`src/hw/rtl/assert_macros.svh`:
```
// ----------------------------------------------------------------------------
// Assertion macros
// Concurrent assertion wrappers; they expand to nothing in synthesis builds.
// ----------------------------------------------------------------------------
`ifndef ASSERT_MACROS_SVH
`define ASSERT_MACROS_SVH
`ifndef SYNTHESIS
// Clocked assertion that is switched off while reset is asserted (active low).
`define STCI_ASSERT(lbl, clk, rst_n, prop, msg) \
    lbl: assert property (@(posedge clk) disable iff (!rst_n) prop) else $error(msg);
// Clocked assertion that is checked on every edge, reset included.
`define STCI_ASSERT_ALWAYS(lbl, clk, prop, msg) \
    lbl: assert property (@(posedge clk) prop) else $error(msg);
`else
`define STCI_ASSERT(lbl, clk, rst_n, prop, msg)
`define STCI_ASSERT_ALWAYS(lbl, clk, prop, msg)
`endif
`endif

```
`src/hw/rtl/stci_pkg.sv`:
```
// ----------------------------------------------------------------------------
// stci_pkg
// Types, the quarter-wave sine table and Q15 saturating arithmetic helpers.
// ----------------------------------------------------------------------------
`timescale 1ns / 1ps

package stci_pkg;

    typedef logic signed [15:0] t_q15;
    typedef logic        [14:0] t_frac;

    localparam int TABLE_DEPTH = 128;
    localparam int IDX_W       = $clog2(TABLE_DEPTH);
    localparam int FRAC_W      = 8;

    localparam logic [IDX_W-1:0] QUARTER_IDX = IDX_W'(TABLE_DEPTH / 4);
    localparam t_q15             SLOPE_SCALE = 16'sd1608;
    localparam t_q15             Q15_MAX     = 16'sh7fff;
    localparam t_q15             Q15_MIN     = 16'sh8000;

    // First quarter of the sine wave, entries 0 through 32 inclusive.
    localparam t_q15 QUARTER_ROM [33] = '{
        16'sd0,     16'sd1608,  16'sd3212,  16'sd4808,
        16'sd6393,  16'sd7962,  16'sd9512,  16'sd11039,
        16'sd12539, 16'sd14010, 16'sd15446, 16'sd16846,
        16'sd18204, 16'sd19519, 16'sd20787, 16'sd22005,
        16'sd23170, 16'sd24279, 16'sd25329, 16'sd26319,
        16'sd27245, 16'sd28105, 16'sd28898, 16'sd29621,
        16'sd30273, 16'sd30852, 16'sd31356, 16'sd31785,
        16'sd32137, 16'sd32412, 16'sd32609, 16'sd32728,
        16'sd32767
    };

    // Full-period table read built from quarter-wave symmetry.
    function automatic t_q15 rom_read(input logic [IDX_W-1:0] idx);
        logic [5:0] q;
        t_q15       v;
        q = idx[5:0];
        if (q <= 6'd32) begin
            v = QUARTER_ROM[q];
        end else begin
            v = QUARTER_ROM[6'(7'd64 - {1'b0, q})];
        end
        return idx[6] ? -v : v;
    endfunction

    function automatic t_q15 sat_q15(input logic signed [17:0] v);
        if (v > 18'sd32767) begin
            return Q15_MAX;
        end else if (v < -18'sd32768) begin
            return Q15_MIN;
        end
        return v[15:0];
    endfunction

    function automatic t_q15 q_add(input t_q15 x, input t_q15 y);
        logic signed [17:0] s;
        s = 18'(x) + 18'(y);
        return sat_q15(s);
    endfunction

    function automatic t_q15 q_sub(input t_q15 x, input t_q15 y);
        logic signed [17:0] s;
        s = 18'(x) - 18'(y);
        return sat_q15(s);
    endfunction

    function automatic t_q15 q_dbl(input t_q15 x);
        logic signed [17:0] s;
        s = 18'(x) + 18'(x);
        return sat_q15(s);
    endfunction

    function automatic t_q15 q_tri(input t_q15 x);
        logic signed [17:0] s;
        s = 18'(x) + 18'(x) + 18'(x);
        return sat_q15(s);
    endfunction

    // Q15 product, floored by an arithmetic shift, then saturated.
    function automatic t_q15 q_mul(input t_q15 x, input t_q15 y);
        logic signed [31:0] p;
        logic signed [17:0] s;
        p = 32'(x) * 32'(y);
        s = 18'(p >>> 15);
        return sat_q15(s);
    endfunction

endpackage

```
`src/hw/rtl/sine_table_cubic_interp_unit.sv`:
```
// ----------------------------------------------------------------------------
// sine_table_cubic_interp_unit
// Q15 sine of a per-unit-turn angle by table lookup and cubic Hermite interpolation.
// A request passes through six register stages, stage 1 to stage 6, and leaves on
// o_valid/o_sine from the last. Throughput: one request per clock while the output is not stalled; each of the six
// register stages takes a new request whenever it is empty or the stage after it moves.
// Reset: synchronous, active low; clears every stage valid bit, data is not reset.
// ----------------------------------------------------------------------------
`timescale 1ns / 1ps

`include "assert_macros.svh"

module sine_table_cubic_interp_unit import stci_pkg::*; (
    input  logic        i_clk,
    input  logic        i_rst_n,
    input  logic        i_valid,
    output logic        o_stall,
    input  logic signed [15:0] i_angle,
    output logic        o_valid,
    input  logic        i_stall,
    output logic signed [15:0] o_sine
);

    localparam int STAGES = 6;

    // One valid bit per stage. A stage advances when it is empty or when the
    // stage after it advances, so bubbles are squeezed out under a stall.
    logic [STAGES-1:0] r_vld;
    logic [STAGES-1:0] w_adv;

    assign w_adv[STAGES-1] = !r_vld[STAGES-1] || !i_stall;

    genvar g;
    generate
        for (g = 0; g < STAGES - 1; g++) begin : g_adv
            assign w_adv[g] = !r_vld[g] || w_adv[g+1];
        end
    endgenerate

    assign o_stall = !w_adv[0];
    assign o_valid = r_vld[STAGES-1];

    always_ff @(posedge i_clk) begin
        if (!i_rst_n) begin
            r_vld <= '0;
        end else begin
            if (w_adv[0]) r_vld[0] <= i_valid;
            if (w_adv[1]) r_vld[1] <= r_vld[0];
            if (w_adv[2]) r_vld[2] <= r_vld[1];
            if (w_adv[3]) r_vld[3] <= r_vld[2];
            if (w_adv[4]) r_vld[4] <= r_vld[3];
            if (w_adv[5]) r_vld[5] <= r_vld[4];
        end
    end

    // Stage 1: table reads. Bits 14:8 of the angle pick entry k, bits 7:0 are
    // the fraction. The cosine slopes come from the same table a quarter turn
    // away; the sign bit of the angle is ignored since a turn is 2^15.
    logic [IDX_W-1:0]  w_k0;
    logic [IDX_W-1:0]  w_k1;
    logic [IDX_W-1:0]  w_j0;
    logic [IDX_W-1:0]  w_j1;
    logic [FRAC_W-1:0] w_tf;

    assign w_k0 = i_angle[14:8];
    assign w_tf = i_angle[7:0];
    assign w_k1 = w_k0 + IDX_W'(1);
    assign w_j1 = QUARTER_IDX - w_k1;
    assign w_j0 = w_j1 + IDX_W'(1);

    t_q15              r1_f0, r1_f1, r1_c0, r1_c1;
    logic [FRAC_W-1:0] r1_tf;
    logic [15:0]       r1_tsq;

    always_ff @(posedge i_clk) begin
        if (w_adv[0]) begin
            r1_f0  <= rom_read(w_k0);
            r1_f1  <= rom_read(w_k1);
            r1_c0  <= rom_read(w_j0);
            r1_c1  <= rom_read(w_j1);
            r1_tf  <= w_tf;
            r1_tsq <= 16'(w_tf) * 16'(w_tf);
        end
    end

    // Stage 2: scale the slopes by 2*pi/128 and build the powers of t in Q15.
    logic [23:0] w_tcube;
    assign w_tcube = 24'(r1_tsq) * 24'(r1_tf);

    t_q15  r2_f0, r2_f1, r2_d0, r2_d1;
    t_frac r2_t1, r2_t2, r2_t3;

    always_ff @(posedge i_clk) begin
        if (w_adv[1]) begin
            r2_f0 <= r1_f0;
            r2_f1 <= r1_f1;
            r2_d0 <= q_mul(r1_c0, SLOPE_SCALE);
            r2_d1 <= q_mul(r1_c1, SLOPE_SCALE);
            r2_t1 <= {r1_tf, 7'b0};
            r2_t2 <= r1_tsq[15:1];
            r2_t3 <= w_tcube[23:9];
        end
    end

    // Stage 3: first half of the coefficient arithmetic; every step saturates.
    t_q15  r3_a2, r3_b3, r3_d02, r3_d0, r3_d1, r3_f0;
    t_frac r3_t1, r3_t2, r3_t3;

    always_ff @(posedge i_clk) begin
        if (w_adv[2]) begin
            r3_a2  <= q_dbl(q_sub(r2_f0, r2_f1));
            r3_b3  <= q_tri(q_sub(r2_f1, r2_f0));
            r3_d02 <= q_dbl(r2_d0);
            r3_d0  <= r2_d0;
            r3_d1  <= r2_d1;
            r3_f0  <= r2_f0;
            r3_t1  <= r2_t1;
            r3_t2  <= r2_t2;
            r3_t3  <= r2_t3;
        end
    end

    // Stage 4: finish the cubic and quadratic coefficients a and b.
    t_q15  r4_a, r4_b, r4_d0, r4_f0;
    t_frac r4_t1, r4_t2, r4_t3;

    always_ff @(posedge i_clk) begin
        if (w_adv[3]) begin
            r4_a  <= q_add(q_add(r3_d0, r3_a2), r3_d1);
            r4_b  <= q_sub(q_sub(r3_b3, r3_d02), r3_d1);
            r4_d0 <= r3_d0;
            r4_f0 <= r3_f0;
            r4_t1 <= r3_t1;
            r4_t2 <= r3_t2;
            r4_t3 <= r3_t3;
        end
    end

    // Stage 5: the three polynomial terms, one 16x16 product each.
    t_q15 r5_p3, r5_p2, r5_p1, r5_f0;

    always_ff @(posedge i_clk) begin
        if (w_adv[4]) begin
            r5_p3 <= q_mul(r4_a, {1'b0, r4_t3});
            r5_p2 <= q_mul(r4_b, {1'b0, r4_t2});
            r5_p1 <= q_mul(r4_d0, {1'b0, r4_t1});
            r5_f0 <= r4_f0;
        end
    end

    // Stage 6: sum the terms left to right with saturation into the output
    // register, which holds its value while the receiver stalls.
    t_q15 r_sine;

    always_ff @(posedge i_clk) begin
        if (w_adv[5]) begin
            r_sine <= q_add(q_add(q_add(r5_p3, r5_p2), r5_p1), r5_f0);
        end
    end

    assign o_sine = r_sine;

    // The input side only stalls when every stage holds a request.
    `STCI_ASSERT(a_stall_full, i_clk, i_rst_n, o_stall |-> (&r_vld), "stall with a bubble")
    // An accepted request always lands in the first stage.
    `STCI_ASSERT(a_accept_lands, i_clk, i_rst_n, (i_valid && !o_stall) |=> r_vld[0], "entry lost")
    // A request in stage five moves to the output unless the output is blocked.
    `STCI_ASSERT(a_last_moves, i_clk, i_rst_n, (r_vld[4] && w_adv[5]) |=> r_vld[5], "exit lost")

endmodule

```
`config.mk`:
```
export PLATFORM = sky130hd
export DESIGN_NAME = sine_table_cubic_interp_unit
export DESIGN_NICKNAME = d
export VERILOG_FILES = /design/src/hw/rtl/stci_pkg.sv /design/src/hw/rtl/sine_table_cubic_interp_unit.sv
export VERILOG_INCLUDE_DIRS = /design/src /design/src/hw/rtl
export SDC_FILE = /design/constraint.sdc
export NUM_CORES = 2
export LEC_CHECK = 0
export BUFFER_PORTS_ARGS = -buffer_cell sky130_fd_sc_hd__buf_2
export CAP_MARGIN = 20
export CORE_ASPECT_RATIO = 0.6
export CORE_MARGIN = 4
export CORE_UTILIZATION = 55
export CTS_CLUSTER_SIZE = 14
export DETAILED_ROUTE_END_ITERATION = 10
export HOLD_SLACK_MARGIN = 0.08
export PLACE_DENSITY = 0.68
export SYNTH_ARGS = -nofsm -noshare
export SYNTH_HDL_FRONTEND = slang
export SYNTH_SLANG_ARGS = --single-unit
```
`constraint.sdc`:
```
create_clock -name i_clk -period 12.4 [get_ports i_clk]
set_input_delay 2.48 -clock i_clk [delete_from_list [all_inputs] [get_ports i_clk]]
set_output_delay 2.48 -clock i_clk [all_outputs]
set_load 0.02 [all_outputs]
```
==> results.cfg <==
[logic_synthesis]
yosys_warnings = 0
syn_nets = 7793
synth_ff_type = edfxtp_1
yosys.area_share.adder = 0.357
async_flop_share = 0
synth_compound_area_frac = 0.135
ys_seq_elements = 496
synthXorXnorAreaFrac = 0.0512
avgSynthCellArea_sq_um = 9.63
synth_edf_count = 490
synth.top_cell.area_share = 0.237
syn_area_sq_um = 62100
synth_top_cells_by_count = inv_1, fa_1, nand2_1
syn_inst = 6444
synth-seq-area-share = 0.239
synth-simple-area-share = 0.130
muxShareOfSynthArea = 0.00687
yosys-top-cells-area = edfxtp_1, fa_1, ha_1
yosysMostFrequentCell = inv_1
yosys.area.top_type = edfxtp_1
ys_types = 122
synth_top_family_by_area = adder cells

[global_route]
grt-ovfl-total = 0
grt_pass1_vias = 45500
track_usage = 0.296
antenna_found_initial = 6
grt_pass1_wl_mm = 272
grt_max_degree = 69

[finish]
final_nets = 7673
multi_input_area_sq_um = 42200
drive_above_1_share = 0.0412
register_area_sq_um = 14800
final_util = 0.581
fillerInstances = 9714
synthToLayoutAreaGrowth_pct = 4.77

[route]
via_count = 47000
ant_nets = 0
drc = 0
drtIter0Drc = 5213
routed_wl_mm = 174
drt-pass1-iter-count = 5
avgRoutedWirePerCell_um = 22.2
via_per_inst = 5.97

[clock_network]
path_clk_slew_ns = 0.08
cts.htree.levels = 2
clk-insertion-delay-late_ns = 0.64
cts_root_buf = clkbuf_16
numCtsBuffers = 49
cts_sinks = 496
postCtsSetupBuffers = 0
cts_tree = yes
cts_hold_buf = 0
clk_path_buf_depth = 3
cts_resized = 0

[timing]
rsz0062_at_grt = no
drv_slew = 0
fin_crit_ns = 11.13
setup_tns_ns = 0
slew_headroom = 0.170
fmax_ghz = 0.0899
timing.final.crit_share = 0.897
clock_skew_ns = 0.0340
finalSetupViolCount = 0
tightest_slew_ns = 1.21
hold_viol = 0

[setup_path]
max_stage_delay_ns = 0.74
cp-end-kind = flip-flop
crit_path_top_delay_cell = a2111oi_0
arrival_ns = 11.48
critPathKind = flip-flop to flip-flop
worst-path-max-fanout = 15
rr_worst_depth = 37
worstPathRequired_ns = 12.75
worstSetupStartpointType = flip-flop
critPathMostFrequentCell = o21ai_0

[die]
core_sq_um = 112000
ios = 38
start_util = 0.554
die_height_um = 268
num_rows = 95
die_area_sq_um = 118000
die_w_um = 442

[placed_design]
dpl.hpwl_mm = 138
portBuffers = 36
gp_congestion = 0.983

[flow_run]
cap_violations = 0

[hold_path]
hold_path.class = flip-flop to flip-flop
min_path_cells = 0

[status]
status = finished clean
worst paths after layout:
path	slack [ns]	start	endpoint
worst max-delay path	1.27	r5_p3[0]	o_sine[4]
worst min-delay path	0.41	r3_t1[9]	r4_t1[9]
worst max register to register	1.27	r5_p3[0]	o_sine[4]
worst min register to register	0.41	r3_t1[9]	r4_t1[9]
metrics by stage:
stage               std cells  setup WS [ns]  hold slack [ns]  cell area (sq um)
finish                   7863           1.27            0.408              65000
global route             7860          0.382            0.420              65000
CTS                      7857           1.62            0.405              65000
detailed placement       7773           1.70            0.405              63400
global placement         7773           1.66            0.401              63400
floorplan                6444           3.65            0.400              62100
layout by cell type, fill, tap and decap left out, types with 50 or more instances in the layout:
cell / n
fa_1: 722
nor2_1: 261
nor3_1: 78
xor2_1: 111
ha_1: 605
inv_1: 1029
o31ai_1: 52
buf_4: 60
o21ai_0: 256
a21o_1: 108
and2_1: 365
clkbuf_16: 50
nand3_1: 80
xnor2_1: 213
a21oi_1: 365
edfxtp_1: 490
nand2_1: 613
a31oi_1: 62
nor2b_1: 63
metal layers:
layer,share of wire,global-route usage,vias to the layer above
met4,0.013,0.0436,0
met2,0.37,0.377,2213
met1,0.49,0.487,23200
li1,-,-,21400
met5,0,0,-
met3,0.13,0.0937,173
cells by family (layout without fill, tap and decap cells):
family                   Yosys count  after routing
AO/OA/AOI/OAI                   1277           1277
XOR/XNOR                         340            340
adder cells (fa/ha/maj)         1339           1339
buffers and inverters           1303           1216
flip-flops                       496            496
multiplexers                      37             37
other                              0              3
AND/OR/NAND/NOR                 1652           1652
critical path: cells and delay by family (launching register included):
| family | cells | cell delay (ns) |
|---|---|---|
| AO/OA/AOI/OAI | 23 | 6.86 |
| flip-flops | 1 | 0.37 |
| buffers and inverters | 2 | 0.16 |
| adder cells (fa/ha/maj) | 5 | 1.19 |
| AND/OR/NAND/NOR | 7 | 2.25 |
area by class of cell:
| cell class | instances | area share |
|---|---|---|
| multi-input cells | 4645 | 0.649 |
| flip-flops and latches | 496 | 0.228 |
| inverters | 1036 | 0.0598 |
| well taps | 1503 | 0.0289 |
| clock buffers | 57 | 0.0196 |
| repair buffers | 96 | 0.00970 |
| clock inverters | 27 | 0.00427 |
| diodes | 3 | 0.000115 |
Power is left out: the tool's default activity adds up to more than one toggle a clock period on the data nets, which glitch-free logic cannot reach.
